### src/rtl/ppmfg_pkg.sv
package ppmfg_pkg;

  // table geometry
  localparam int unsigned MAX_CHANNELS = 16;
  localparam int unsigned CHAN_IDX_W   = $clog2(MAX_CHANNELS);
  localparam int unsigned COUNT_W      = 5;
  localparam int unsigned SLOT_W       = 12;

  // payload widths
  localparam int unsigned REQ_W    = 2;
  localparam int unsigned IDX_W    = 4;
  localparam int unsigned VAL_W    = 16;
  localparam int unsigned PERIOD_W = 16;
  localparam int unsigned PULSE_W  = 9;

  // timing constants in microseconds
  localparam int unsigned SLOT_MAX_US   = 2200;
  localparam int unsigned SYNC_US       = 4500;
  localparam int unsigned PULSE_US      = 300;
  localparam int unsigned GLITCH_US     = 10;
  localparam int unsigned SLOT_MIN_US   = 800;
  localparam int unsigned SLOT_RESET_US = 1500;
  localparam int unsigned COUNT_RESET   = 8;

  // apb register map
  localparam int unsigned PADDR_W = 3;
  localparam int unsigned PDATA_W = 32;
  localparam logic REG_ACTIVE_COUNT = 1'b0;

  typedef enum logic [REQ_W-1:0] {
    REQ_SET   = 2'd0,
    REQ_START = 2'd1,
    REQ_TIMER = 2'd2
  } req_t;

  typedef struct packed {
    logic                  en;
    logic [CHAN_IDX_W-1:0] addr;
    logic [SLOT_W-1:0]     data;
  } wr_t;

endpackage

### src/rtl/ppmfg_in_if.sv
interface ppmfg_in_if;
  logic                         valid;
  logic                         ready;
  logic [ppmfg_pkg::REQ_W-1:0]  req_type;
  logic [ppmfg_pkg::IDX_W-1:0]  chan_index;
  logic [ppmfg_pkg::VAL_W-1:0]  chan_value;

  modport source (output valid, output req_type, output chan_index, output chan_value,
                  input ready);
  modport sink   (input valid, input req_type, input chan_index, input chan_value,
                  output ready);
endinterface

### src/rtl/ppmfg_out_if.sv
interface ppmfg_out_if;
  logic                            valid;
  logic                            ready;
  logic [ppmfg_pkg::PERIOD_W-1:0]  slot_period;
  logic [ppmfg_pkg::PULSE_W-1:0]   pulse_width;
  logic                            is_sync_slot;
  logic                            write_accepted;

  modport source (output valid, output slot_period, output pulse_width,
                  output is_sync_slot, output write_accepted, input ready);
  modport sink   (input valid, input slot_period, input pulse_width,
                  input is_sync_slot, input write_accepted, output ready);
endinterface

### src/rtl/ppmfg_table.sv
module ppmfg_table (
  input  logic                                  clk,
  input  logic                                  rst,
  input  logic [ppmfg_pkg::CHAN_IDX_W-1:0]      rd_addr,
  output logic [ppmfg_pkg::SLOT_W-1:0]          rd_data,
  input  ppmfg_pkg::wr_t                        wr
);

  logic [ppmfg_pkg::SLOT_W-1:0] entry [ppmfg_pkg::MAX_CHANNELS];

  always_ff @(posedge clk) begin
    if (rst) begin
      for (int i = 0; i < ppmfg_pkg::MAX_CHANNELS; i++) begin
        entry[i] <= ppmfg_pkg::SLOT_W'(ppmfg_pkg::SLOT_RESET_US);
      end
    end else if (wr.en) begin
      entry[wr.addr] <= wr.data;
    end
  end

  assign rd_data = entry[rd_addr];

endmodule

### src/rtl/ppm_frame_generator_unit.sv
// RC PPM frame sequencer. Each beat on in_ch gives exactly one beat on out_ch,
// in order. A set-channel beat (req_type 0) stores chan_value into the 16-entry
// channel table when 800 < value < 2200 and it differs from the stored entry by
// more than 10 us, and reports that in write_accepted. A start beat (1) restarts
// the frame and returns a 4500 us sync period with pulse_width 0. Each timer beat
// (2) returns the next active channel's slot with pulse_width 300, then a sync gap
// that pads the frame to 2200 * channels + 4500 us. Code 3 returns all zeros.
// The channel count is the APB register at byte address 0 (reset 8, register
// values 17 to 31 act as 16); write it only while no beat is in flight. Throughput
// is one beat per clock while out_ch is ready; a beat passes the input register and
// then the result register, with the table read, the slot add and the sync-gap
// subtract between them. Channel table entries reset to 1500 us at once.
module ppm_frame_generator_unit (
  input  logic                              clk,
  input  logic                              rst,
  ppmfg_in_if.sink                          in_ch,
  ppmfg_out_if.source                       out_ch,
  input  logic                              psel,
  input  logic                              penable,
  input  logic                              pwrite,
  input  logic [ppmfg_pkg::PADDR_W-1:0]     paddr,
  input  logic [ppmfg_pkg::PDATA_W-1:0]     pwdata,
  output logic [ppmfg_pkg::PDATA_W-1:0]     prdata,
  output logic                              pready
);

  // configuration register
  logic [ppmfg_pkg::COUNT_W-1:0] active_count;

  // input register
  logic                          s1_valid;
  logic [ppmfg_pkg::REQ_W-1:0]   s1_req;
  logic [ppmfg_pkg::IDX_W-1:0]   s1_idx;
  logic [ppmfg_pkg::VAL_W-1:0]   s1_val;

  // result register
  logic                            o_valid;
  logic [ppmfg_pkg::PERIOD_W-1:0]  o_period;
  logic [ppmfg_pkg::PULSE_W-1:0]   o_pulse;
  logic                            o_sync;
  logic                            o_acc;

  // sequencer state
  logic [ppmfg_pkg::COUNT_W-1:0]  slot_ptr, slot_ptr_next;
  logic [ppmfg_pkg::PERIOD_W-1:0] elapsed, elapsed_next;
  logic                           sync_pend, sync_pend_next;

  // result of the item in the input register
  logic [ppmfg_pkg::PERIOD_W-1:0] period_next;
  logic [ppmfg_pkg::PULSE_W-1:0]  pulse_next;
  logic                           sync_next;
  logic                           acc_next;

  logic                             advance;
  logic                             in_beat;
  logic [ppmfg_pkg::COUNT_W-1:0]    count_eff;
  logic [ppmfg_pkg::COUNT_W-1:0]    ptr_eff;
  logic [ppmfg_pkg::PERIOD_W-1:0]   elapsed_eff;
  logic [ppmfg_pkg::PERIOD_W-1:0]   frame_us;
  logic [ppmfg_pkg::CHAN_IDX_W-1:0] rd_addr;
  logic [ppmfg_pkg::SLOT_W-1:0]     rd_data;
  logic [ppmfg_pkg::VAL_W-1:0]      old_val;
  logic [ppmfg_pkg::VAL_W-1:0]      diff;
  logic                             in_range;
  ppmfg_pkg::wr_t                   wr;

  // ---------------------------------------------------------------------------
  // apb register: one register, decoded on paddr[2] only; writes with paddr[2] set are dropped
  // ---------------------------------------------------------------------------
  assign pready = 1'b1;

  always_ff @(posedge clk) begin
    if (rst) begin
      active_count <= ppmfg_pkg::COUNT_W'(ppmfg_pkg::COUNT_RESET);
    end else if (psel && penable && pwrite && paddr[2] == ppmfg_pkg::REG_ACTIVE_COUNT) begin
      active_count <= pwdata[ppmfg_pkg::COUNT_W-1:0];
    end
  end

  always_comb begin
    if (paddr[2] == ppmfg_pkg::REG_ACTIVE_COUNT) begin
      prdata = ppmfg_pkg::PDATA_W'(active_count);
    end else begin
      prdata = '0;
    end
  end

  // ---------------------------------------------------------------------------
  // handshake: input register moves into the result register whenever that one
  // is empty or being drained, so a beat can be taken every clock
  // ---------------------------------------------------------------------------
  assign advance     = s1_valid && (!o_valid || out_ch.ready);
  assign in_ch.ready = !s1_valid || advance;
  assign in_beat     = in_ch.valid && in_ch.ready;

  always_ff @(posedge clk) begin
    if (rst) begin
      s1_valid <= 1'b0;
    end else if (in_beat) begin
      s1_valid <= 1'b1;
    end else if (advance) begin
      s1_valid <= 1'b0;
    end
  end

  always_ff @(posedge clk) begin
    if (in_beat) begin
      s1_req <= in_ch.req_type;
      s1_idx <= in_ch.chan_index;
      s1_val <= in_ch.chan_value;
    end
  end

  // ---------------------------------------------------------------------------
  // channel table, one read port shared by set-channel and timer beats
  // ---------------------------------------------------------------------------
  assign count_eff = (active_count > ppmfg_pkg::COUNT_W'(ppmfg_pkg::MAX_CHANNELS))
                   ? ppmfg_pkg::COUNT_W'(ppmfg_pkg::MAX_CHANNELS) : active_count;

  // a pending sync means the next timer beat starts a fresh frame
  assign ptr_eff     = sync_pend ? '0 : slot_ptr;
  assign elapsed_eff = sync_pend ? '0 : elapsed;

  assign rd_addr = (s1_req == ppmfg_pkg::REQ_SET) ? s1_idx[ppmfg_pkg::CHAN_IDX_W-1:0]
                                                   : ptr_eff[ppmfg_pkg::CHAN_IDX_W-1:0];

  ppmfg_table u_table (
    .clk     (clk),
    .rst     (rst),
    .rd_addr (rd_addr),
    .rd_data (rd_data),
    .wr      (wr)
  );

  assign frame_us = ppmfg_pkg::PERIOD_W'(ppmfg_pkg::SLOT_MAX_US * 32'(count_eff)
                                         + ppmfg_pkg::SYNC_US);

  // anti-glitch filter
  assign old_val  = ppmfg_pkg::VAL_W'(rd_data);
  assign diff     = (old_val > s1_val) ? old_val - s1_val : s1_val - old_val;
  assign in_range = s1_val > ppmfg_pkg::VAL_W'(ppmfg_pkg::SLOT_MIN_US)
                 && s1_val < ppmfg_pkg::VAL_W'(ppmfg_pkg::SLOT_MAX_US);

  always_comb begin
    period_next    = '0;
    pulse_next     = '0;
    sync_next      = 1'b0;
    acc_next       = 1'b0;
    slot_ptr_next  = slot_ptr;
    elapsed_next   = elapsed;
    sync_pend_next = sync_pend;
    wr.en          = 1'b0;
    wr.addr        = s1_idx[ppmfg_pkg::CHAN_IDX_W-1:0];
    wr.data        = s1_val[ppmfg_pkg::SLOT_W-1:0];

    unique case (s1_req)
      ppmfg_pkg::REQ_SET: begin
        if (in_range && diff > ppmfg_pkg::VAL_W'(ppmfg_pkg::GLITCH_US)) begin
          acc_next = 1'b1;
          wr.en    = advance;
        end
      end
      ppmfg_pkg::REQ_START: begin
        slot_ptr_next  = '0;
        elapsed_next   = '0;
        sync_pend_next = 1'b1;
        period_next    = ppmfg_pkg::PERIOD_W'(ppmfg_pkg::SYNC_US);
        sync_next      = 1'b1;
      end
      ppmfg_pkg::REQ_TIMER: begin
        pulse_next = ppmfg_pkg::PULSE_W'(ppmfg_pkg::PULSE_US);
        if (ptr_eff < count_eff) begin
          // next channel slot
          period_next    = ppmfg_pkg::PERIOD_W'(rd_data);
          elapsed_next   = elapsed_eff + ppmfg_pkg::PERIOD_W'(rd_data);
          slot_ptr_next  = ptr_eff + ppmfg_pkg::COUNT_W'(1);
          sync_pend_next = 1'b0;
        end else begin
          // sync gap fills the frame, floored at zero
          period_next    = (frame_us > elapsed_eff) ? frame_us - elapsed_eff : '0;
          sync_next      = 1'b1;
          slot_ptr_next  = ptr_eff;
          elapsed_next   = elapsed_eff;
          sync_pend_next = 1'b1;
        end
      end
      default: begin
      end
    endcase
  end

  always_ff @(posedge clk) begin
    if (rst) begin
      slot_ptr  <= '0;
      elapsed   <= '0;
      sync_pend <= 1'b0;
    end else if (advance) begin
      slot_ptr  <= slot_ptr_next;
      elapsed   <= elapsed_next;
      sync_pend <= sync_pend_next;
    end
  end

  // ---------------------------------------------------------------------------
  // result register
  // ---------------------------------------------------------------------------
  always_ff @(posedge clk) begin
    if (rst) begin
      o_valid <= 1'b0;
    end else if (advance) begin
      o_valid <= 1'b1;
    end else if (out_ch.ready) begin
      o_valid <= 1'b0;
    end
  end

  always_ff @(posedge clk) begin
    if (advance) begin
      o_period <= period_next;
      o_pulse  <= pulse_next;
      o_sync   <= sync_next;
      o_acc    <= acc_next;
    end
  end

  assign out_ch.valid          = o_valid;
  assign out_ch.slot_period    = o_period;
  assign out_ch.pulse_width    = o_pulse;
  assign out_ch.is_sync_slot   = o_sync;
  assign out_ch.write_accepted = o_acc;

endmodule

### src/flat_wrapper.sv
// flat-port wrapper written by rule: the top's interface ports become plain ports
module ppm_frame_generator_unit_flat 
  (clk, rst, psel, penable, pwrite, paddr, pwdata, prdata, pready, in_ch_valid, in_ch_req_type, in_ch_chan_index, in_ch_chan_value, in_ch_ready, out_ch_valid, out_ch_slot_period, out_ch_pulse_width, out_ch_is_sync_slot, out_ch_write_accepted, out_ch_ready);
  ppmfg_in_if in_ch_i ();
  ppmfg_out_if out_ch_i ();
  input  logic clk;
  input  logic rst;
  input  logic psel;
  input  logic penable;
  input  logic pwrite;
  input  logic [ppmfg_pkg::PADDR_W-1:0] paddr;
  input  logic [ppmfg_pkg::PDATA_W-1:0] pwdata;
  output logic [ppmfg_pkg::PDATA_W-1:0] prdata;
  output logic pready;
  input wire logic [$bits(in_ch_i.valid)-1:0] in_ch_valid;
  input wire logic [$bits(in_ch_i.req_type)-1:0] in_ch_req_type;
  input wire logic [$bits(in_ch_i.chan_index)-1:0] in_ch_chan_index;
  input wire logic [$bits(in_ch_i.chan_value)-1:0] in_ch_chan_value;
  output wire logic [$bits(in_ch_i.ready)-1:0] in_ch_ready;
  output wire logic [$bits(out_ch_i.valid)-1:0] out_ch_valid;
  output wire logic [$bits(out_ch_i.slot_period)-1:0] out_ch_slot_period;
  output wire logic [$bits(out_ch_i.pulse_width)-1:0] out_ch_pulse_width;
  output wire logic [$bits(out_ch_i.is_sync_slot)-1:0] out_ch_is_sync_slot;
  output wire logic [$bits(out_ch_i.write_accepted)-1:0] out_ch_write_accepted;
  input wire logic [$bits(out_ch_i.ready)-1:0] out_ch_ready;
  assign in_ch_i.valid = in_ch_valid;
  assign in_ch_i.req_type = in_ch_req_type;
  assign in_ch_i.chan_index = in_ch_chan_index;
  assign in_ch_i.chan_value = in_ch_chan_value;
  assign in_ch_ready = in_ch_i.ready;
  assign out_ch_valid = out_ch_i.valid;
  assign out_ch_slot_period = out_ch_i.slot_period;
  assign out_ch_pulse_width = out_ch_i.pulse_width;
  assign out_ch_is_sync_slot = out_ch_i.is_sync_slot;
  assign out_ch_write_accepted = out_ch_i.write_accepted;
  assign out_ch_i.ready = out_ch_ready;
  ppm_frame_generator_unit u_core (.clk(clk), .rst(rst), .in_ch(in_ch_i), .out_ch(out_ch_i), .psel(psel), .penable(penable), .pwrite(pwrite), .paddr(paddr), .pwdata(pwdata), .prdata(prdata), .pready(pready));
endmodule
### config.mk
export PLATFORM = sky130hd
export DESIGN_NAME = ppm_frame_generator_unit_flat
export DESIGN_NICKNAME = d
export VERILOG_FILES = /design/src/rtl/ppmfg_pkg.sv /design/src/rtl/ppmfg_in_if.sv /design/src/rtl/ppmfg_out_if.sv /design/src/rtl/ppmfg_table.sv /design/src/rtl/ppm_frame_generator_unit.sv /design/src/flat_wrapper.sv
export SDC_FILE = /design/constraint.sdc
export NUM_CORES = 1
export LEC_CHECK = 0
export BUFFER_PORTS_ARGS = -buffer_cell sky130_fd_sc_hd__buf_2
export CORE_AREA = 2 2 203 205
export CTS_BUF_LIST = sky130_fd_sc_hd__clkbuf_8
export DETAILED_ROUTE_END_ITERATION = 8
export DIE_AREA = 0 0 205 207
export GPL_TIMING_DRIVEN = 0
export PLACE_DENSITY = 0.55
export SKIP_LAST_GASP = 1
export SLEW_MARGIN = 20
export SYNTH_ARGS = -nofsm -noshare
export SYNTH_HDL_FRONTEND = slang
export SYNTH_SLANG_ARGS = --single-unit
### constraint.sdc
create_clock -name clk -period 6.47 [get_ports clk]
set_input_delay 0.647 -clock clk [delete_from_list [all_inputs] [get_ports clk]]
set_output_delay 0.647 -clock clk [all_outputs]
set_load 0.02 [all_outputs]
==> impl_metrics.env, run 1 <==
export IMPL_grt_use_total=0.228
export IMPL_synth_xor_xnor_area_share=0.0226
export IMPL_cts_inserted_buffers=48
export IMPL_stdcell_count=2125
export IMPL_cts_root_buf="clkbuf_8"
export IMPL_synth_cell_area_sq_um=15900
export IMPL_num_io_pins=126
export IMPL_grt_max_degree=27
export IMPL_relSlewSlack=0.404
export IMPL_synth_most_common_cell="edfxtp_1"
export IMPL_portBuffers=62
export IMPL_synth_warnings=0
export IMPL_wl_mm=48.9
export IMPL_seq_area_frac_synth=0.478
export IMPL_p_per_area_nw_per_um2=227
export IMPL_ys_top_cells_by_count="edfxtp_1 (233), or4_1 (116), clkbuf_1 (83), nor4_1 (77), ha_1 (74)"
export IMPL_gp_congestion=0.883
export IMPL_synth_top_cell_area_share=0.441
export IMPL_fin_nets=1697
export IMPL_outcome="finished, final reports clean"
export IMPL_synth_compound_area_share=0.110
export IMPL_cts_tree="done"
export IMPL_clk_path_buf_depth=3
export IMPL_drt_iter0_markers=1091
export IMPL_ys_ff_latch=262
export IMPL_post_route_drc_count=0
export IMPL_synth_top_family_by_area="simple AND/OR/NAND/NOR gates"
export IMPL_cts_sinks=262
export IMPL_wire_per_inst_microns=23.0
export IMPL_cts_max_level=2
export IMPL_rows=74
export IMPL_drive_above_1_share=0.203
export IMPL_antenna_found_initial=0
export IMPL_tns_ps=0
export IMPL_timing_fmax_mhz=158
export IMPL_grt_pass1_vias=12317
export IMPL_start_util=0.393
export IMPL_netlist_cell_type_count=78
export IMPL_ant_nets=0
export IMPL_fin_util=0.457
export IMPL_synth_ff_type="edfxtp_1"
export IMPL_cts_clk_slew_worst_paths_ps=60
export IMPL_dieWidth_microns=205
export IMPL_synth_simple_area_share=0.174
export IMPL_synth_edf_count=233
export IMPL_diodes=0
export IMPL_cp_data_required_time_ps=6830
export IMPL_syn_inst=1403
export IMPL_drt_pass1_iterations=5
export IMPL_setup_violations=0
export IMPL_die_y_microns=207
export IMPL_finalCriticalPeriod_ps=6330
export IMPL_dieArea_sq_um=42400
export IMPL_syn_to_final_growth_pct=16.2
export IMPL_coreArea_sq_um=40400
export IMPL_hpwl_mm=35.4
export IMPL_hold_buffers=0
export IMPL_synthMuxAreaShare=0.0878
export IMPL_period_share=0.978
export IMPL_synthTopCellsByArea="edfxtp_1 (44%), mux4_2 (6.8%), ha_1 (5.8%)"
export IMPL_hp_class="primary input to register"
export IMPL_fin_skew_ps=58.0
export IMPL_synth_fa_ha_area_frac=0.0622
export IMPL_tightest_slew_ps=894
export IMPL_yosys_area_top_type="edfxtp_1"
export IMPL_cp_arrival_ps=6690
export IMPL_dr_total_vias=12357
export IMPL_end_kind="register"
export IMPL_crit_type="register to register"
export IMPL_cap_viol_max_count=0
export IMPL_grt_pass1_wl_mm=74.0
export IMPL_async_flop_share=0
export IMPL_placed_cells=2032
export IMPL_slew_viol_final=0
export IMPL_grt_overflow_total=0
export IMPL_hold_violations=0
export IMPL_irDropWorstVdd_uv=227
export IMPL_vias_per_cell=5.82
export IMPL_avgSynthCellArea_sq_um=11.3
export IMPL_crit_fanout=10
export IMPL_critPathLaunchType="register"
export IMPL_p_leak_nw=6.52
export IMPL_insertion_delay_ps=630
==> per-stage QoR <==
stage | worst slack, ps | cell area, sq um | total power, mW | hold slack, ps
floorplan | 625 | 16000 | 2.35 | 453
global placement | -1950 | 17000 | 2.52 | 470
detailed placement | -1460 | 17100 | 2.53 | 487
CTS | 10.8 | 18200 | 4.18 | 158
global route | -5.69 | 18400 | 4.33 | 182
finish | 142 | 18400 | 4.18 | 194
==> worst paths after layout <==
| path | from | to | slack, ps | cells past startpoint |
|---|---|---|---|---|
| worst min-delay path | in_ch_chan_index[2] | u_core.s1_idx[2] | 190 | 1 |
| worst min register to register | u_core.slot_ptr[3] | u_core.slot_ptr[3] | 500 | 2 |
| worst max register to register | u_core.s1_req[0] | u_core.u_table.entry[3][3] | 140 | 26 |
| worst max-delay path | u_core.s1_req[0] | u_core.u_table.entry[3][3] | 140 | 26 |
==> flip-flops by register name (all words and copies together) (netlist names) <==
register                      flops
u_core.u_table.entry            192
u_core.out_ch.valid               1
u_core.s1_val                    16
u_core.elapsed                   16
u_core.s1_valid                   1
u_core.out_ch.is_sync_slot        1
u_core.s1_idx                     4
u_core.out_ch.pulse_width         1
u_core.active_count               5
u_core.out_ch.slot_period        16
u_core.slot_ptr                   5
u_core.sync_pend                  1
u_core.out_ch.write_accepted      1
u_core.s1_req                     2
==> report_power, final <==
group | switching (mW) | internal, mW | total [mW]
Clock | 0.768 | 0.876 | 1.64
Combinational | 0.389 | 0.237 | 0.626
Sequential | 0.0298 | 1.88 | 1.91
==> cell usage in the layout, fill, tap and decap left out, types with 38 or more instances in the layout <==
cell type    n
nor4_1      77
nand2_1     49
mux4_2      48
buf_2       78
or4_1      116
nor2b_1     38
ha_1        71
buf_4       53
inv_1       68
nor2_1      67
clkbuf_8    50
clkbuf_1    66
edfxtp_1   233
a21oi_1     49
==> routing by layer <==
metal	wire, microns	part of all wire	track usage	vias to the layer above
met1	20700	0.42	0.305	6073
li1	-	-	-	5706
met4	1250	0.026	0.0625	0
met5	0	0	0	-
met2	24000	0.49	0.388	488
met3	3020	0.062	0.0307	90
==> area by class of cell <==
type | instances | area (sq um)
fillers | 3816 | 21900
multi-input cells | 954 | 7660
flip-flops and latches | 262 | 7580
plain buffers | 153 | 895
clock buffers | 49 | 674
well taps | 532 | 666
repair buffers | 75 | 439
clock inverters | 38 | 292
inverters | 62 | 233
==> worst max-delay path: stages, from the launching register on <==
cell and delay (ps):
edfxtp_1 410, inv_1 130, ha_4 270, nor2_1 140, a21oi_2 250, buf_6 230
buf_4 140, mux4_2 540, nor2b_1 180, a211oi_2 250, a21oi_2 140, ha_1 320
buf_2 170, a21o_1 200, a21oi_2 250, a21boi_2 120, o41ai_2 420, buf_4 180
o32a_1 160, nor3_1 50, or4_1 430, o21ai_2 200, buf_6 170, buf_6 180
buf_12 180, o21bai_2 150, buf_6 210
==> repair_timing <==
item                                    CTS  global route
buffers inserted                          5             4
pin swaps                                 0             6
endpoints found under the setup margin  386           276
hold endpoints to repair                  0             0
gates resized for setup                  42            52
==> logic make-up after synthesis <==
| logic type | Yosys count |
|---|---|
| buffers and inverters | 218 |
| adders and majority gates | 77 |
| AOI/OAI and AO/OA | 256 |
| other | 2 |
| and+or+nand+nor | 468 |
| muxes | 79 |
| xor gates and xnor gates | 41 |
| DFF | 262 |
Power figures use the tool's default switching activity.
==> inputs of run 2 (changes only) <==
--- a/config.mk
+++ b/config.mk
@@ -6,14 +6,15 @@
 export NUM_CORES = 1
 export LEC_CHECK = 0
 export BUFFER_PORTS_ARGS = -buffer_cell sky130_fd_sc_hd__buf_2
-export CORE_AREA = 2 2 203 205
+export CORE_AREA = 2 2 200 202
 export CTS_BUF_LIST = sky130_fd_sc_hd__clkbuf_8
 export DETAILED_ROUTE_END_ITERATION = 8
-export DIE_AREA = 0 0 205 207
+export DIE_AREA = 0 0 202 204
 export GPL_TIMING_DRIVEN = 0
-export PLACE_DENSITY = 0.55
+export PLACE_DENSITY = 0.56
 export SKIP_LAST_GASP = 1
 export SLEW_MARGIN = 20
 export SYNTH_ARGS = -nofsm -noshare
 export SYNTH_HDL_FRONTEND = slang
+export SYNTH_HIERARCHICAL = 1
 export SYNTH_SLANG_ARGS = --single-unit
==> run 2 against run 1 <==
Against the previous run: die area fell by 2.9%; combinational power rose by 2%; count of clock-buffer cells in the layout did not move; clock skew fell by 20 ps; global-route usage fell by 1.7 points; clock power fell by 9.8%.
==> impl_metrics.env, run 2 <==
export IMPL_async_flop_share=0
export IMPL_dr_total_vias=11324
export IMPL_crit_family="compound AO/OA/AOI/OAI gates"
export IMPL_setup_ws_ps=178
export IMPL_seq_area_frac_synth=0.490
export IMPL_slew_viol_final=0
export IMPL_grt_use_total=0.211
export IMPL_yosys_area_top_type="edfxtp_1"
export IMPL_cts_clk_slew_worst_paths_ps=60
export IMPL_post_route_drc_count=0
export IMPL_start_util=0.394
export IMPL_crit_fanout=10
export IMPL_rsz0062_at_grt="yes"
export IMPL_die_y_microns=204
export IMPL_syn_to_final_growth_pct=15.4
export IMPL_tns_ps=0
export IMPL_drive_above_1_share=0.213
export IMPL_wl_mm=43.7
export IMPL_r2r_end="u_core/u_table/entry[1][7]"
export IMPL_reg2reg_from="u_core/sync_pend"
export IMPL_outcome="finished, final reports clean"
export IMPL_cts_inserted_buffers=47
export IMPL_p_leak_nw=6.57
export IMPL_synth_warnings=6
export IMPL_diodes=0
export IMPL_largest_reg_flops=192
export IMPL_cts_tree="done"
export IMPL_critPathLaunchType="register"
export IMPL_ant_nets=0
export IMPL_timing_fmax_mhz=159
export IMPL_coreArea_sq_um=39200
export IMPL_hp_class="primary input to register"
export IMPL_drt_iter0_markers=774
export IMPL_ys_top_cells_by_count="edfxtp_1 (233), or3_1 (93), ha_1 (77), inv_1 (70), nor2_1 (68)"
export IMPL_wire_per_inst_microns=21.3
export IMPL_dieArea_sq_um=41200
export IMPL_relSlewSlack=0.290
export IMPL_fin_total_pwr_mw=4.03
export IMPL_synth_edf_count=233
export IMPL_final_common_cell="edfxtp_1"
export IMPL_cpMaxStageDelayCell="or4b_4"
export IMPL_rows=73
export IMPL_synth_top_cell_area_share=0.453
export IMPL_synth_cell_area_sq_um=15400
export IMPL_vias_per_cell=5.53
export IMPL_r2r_slack_ps=180
export IMPL_fin_skew_ps=37.9
export IMPL_cts_root_buf="clkbuf_8"
export IMPL_cts_sinks=262
export IMPL_top_register="u_core/u_table/entry"
export IMPL_hold_violations=0
export IMPL_synthTopCellsByArea="edfxtp_1 (45%), mux4_2 (7.0%), ha_1 (6.2%)"
export IMPL_synth_most_common_cell="edfxtp_1"
export IMPL_path_cells="buf_2 > clkbuf_4 > nor2b_4 > mux2_2 > clkbuf_4 > buf_6 > mux4_2 > a22oi_2 > nand2_4 > ha_1 > a21o_1 > a211o_1 > a2111oi_2 > o311a_1 > nor3_1 > and4_1 > a41o_1 > a311oi_4 > buf_12 > or4b_4 > clkbuf_2 > or3_1"
export IMPL_p_per_area_nw_per_um2=226
export IMPL_period_share=0.973
export IMPL_place_ws_ps=-2120
export IMPL_crit_top_cell="clkbuf_4"
export IMPL_critPathBufInv=6
export IMPL_synth_ff_type="edfxtp_1"
export IMPL_portBuffers=63
export IMPL_ys_ff_latch=262
export IMPL_grt_pass1_wl_mm=66.0
export IMPL_syn_inst=1342
export IMPL_fin_nets=1635
export IMPL_hold_depth=1
export IMPL_max_stage_delay_ps=520
export IMPL_grt_overflow_total=0
export IMPL_setup_violations=0
export IMPL_gp_congestion=0.876
export IMPL_critPathLaunch="u_core/sync_pend"
export IMPL_grt_max_degree=23
export IMPL_antenna_found_initial=1
export IMPL_grt_pass1_vias=11050
export IMPL_hold_path_startpoint="in_ch_chan_value[4]"
export IMPL_crit_type="register to register"
export IMPL_avgSynthCellArea_sq_um=11.5
export IMPL_whs_endpoint="u_core/s1_val[4]"
export IMPL_cts_max_level=2
export IMPL_netlist_cell_type_count=83
export IMPL_final_cell_mix="edfxtp_1 (233), or3_1 (93), inv_1 (84)"
export IMPL_finalCriticalPeriod_ps=6290
export IMPL_dieWidth_microns=202
export IMPL_timing_reg2reg_worst_path_depth=22
export IMPL_hpwl_mm=31.4
export IMPL_cap_viol_max_count=0
export IMPL_insertion_delay_ps=630
export IMPL_tightest_slew_ps=1060
export IMPL_cp_arrival_ps=6630
export IMPL_irDropWorstVdd_uv=188
export IMPL_drt_pass1_iterations=5
export IMPL_num_io_pins=126
export IMPL_cp_data_required_time_ps=6810
export IMPL_clk_path_buf_depth=3
export IMPL_n_fill_cell=3682
export IMPL_end_kind="register"
-- run 2: layer usage --
layer | vias up | GRT usage | share of wire
met5 | - | 0 | 0.00030
met4 | 2 | 0.0811 | 0.034
met3 | 82 | 0.0376 | 0.052
met2 | 335 | 0.341 | 0.47
met1 | 5626 | 0.284 | 0.44
li1 | 5279 | - | -
-- run 2: area by class of cell --
cell class,instances,area (sq um),share of cell area
plain buffers,115,666,0.0373
clock buffers,49,674,0.0378
clock inverters,32,198,0.0111
inverters,70,263,0.0147
multi-input cells,926,7420,0.416
flip-flops and latches,262,7580,0.425
well taps,525,657,0.0368
repair buffers,69,373,0.0209
-- run 2: worst max path at each step --
| stage | end | slack (ps) | depth (start not counted) |
|---|---|---|---|
| after floorplan | u_core/u_table/entry[0][0] | 520 | 20 |
| after global placement | u_core/u_table/entry[12][7] | -2040 | 23 |
| after detailed placement | u_core/u_table/entry[12][8] | -2120 | 23 |
| after CTS | u_core/u_table/entry[3][8] | 2 | 23 |
| after global routing | u_core/u_table/entry[14][0] | -30 | 23 |
| final | u_core/u_table/entry[1][7] | 180 | 22 |
-- run 2: kinds of logic (layout without fill, tap and decap cells) --
logic type               count (synthesis)  after routing  share of synthesized area
AND/OR/NAND/NOR                        465            467                      0.171
flip-flops                             262            262                      0.490
multiplexers                            59             59                     0.0774
XOR/XNOR                                44             44                     0.0249
AO/OA/AOI/OAI                          243            243                      0.113
other                                    2             33                   0.000486
buffers and inverters                  187            335                     0.0564
adder cells (fa/ha/maj)                 80             80                     0.0663
-- run 2: through the flow --
step,hold slack [ps],std cells,util,area [sq um]
final,210,2048,0.455,17800
after global placement,446,1961,0.422,16500
after global routing,178,2048,0.455,17800
after CTS,167,2047,0.452,17700
after floorplan,427,1373,-,15600
after detailed placement,453,1961,0.422,16500
-- run 2: repair_timing --
action                                  4_1_cts  5_1_grt
setup buffers                                 5        1
hold buffers                                  0        0
gates cloned                                  0        2
endpoints found under the setup margin      384      360
resized for setup                            73       40
pin swaps                                     4        3
-- run 2: report_power, final --
part           internal [mW]  total, mW  switching [mW]
Clock                  0.780       1.48           0.702
Combinational          0.237      0.638           0.402
Sequential              1.88       1.91          0.0303
-- run 2: worst register-to-register path: stages (launching register included) --
cell and delay (ps):
dfxtp_1 310, buf_2 180, clkbuf_4 230, nor2b_4 230, mux2_2 210, clkbuf_4 260, buf_6 210, mux4_2 330
a22oi_2 360, nand2_4 190, ha_1 330, a21o_1 180, a211o_1 340, a2111oi_2 410, o311a_1 230, nor3_1 50
and4_1 190, a41o_1 250, a311oi_4 250, buf_12 170, or4b_4 520, clkbuf_2 220, or3_1 350
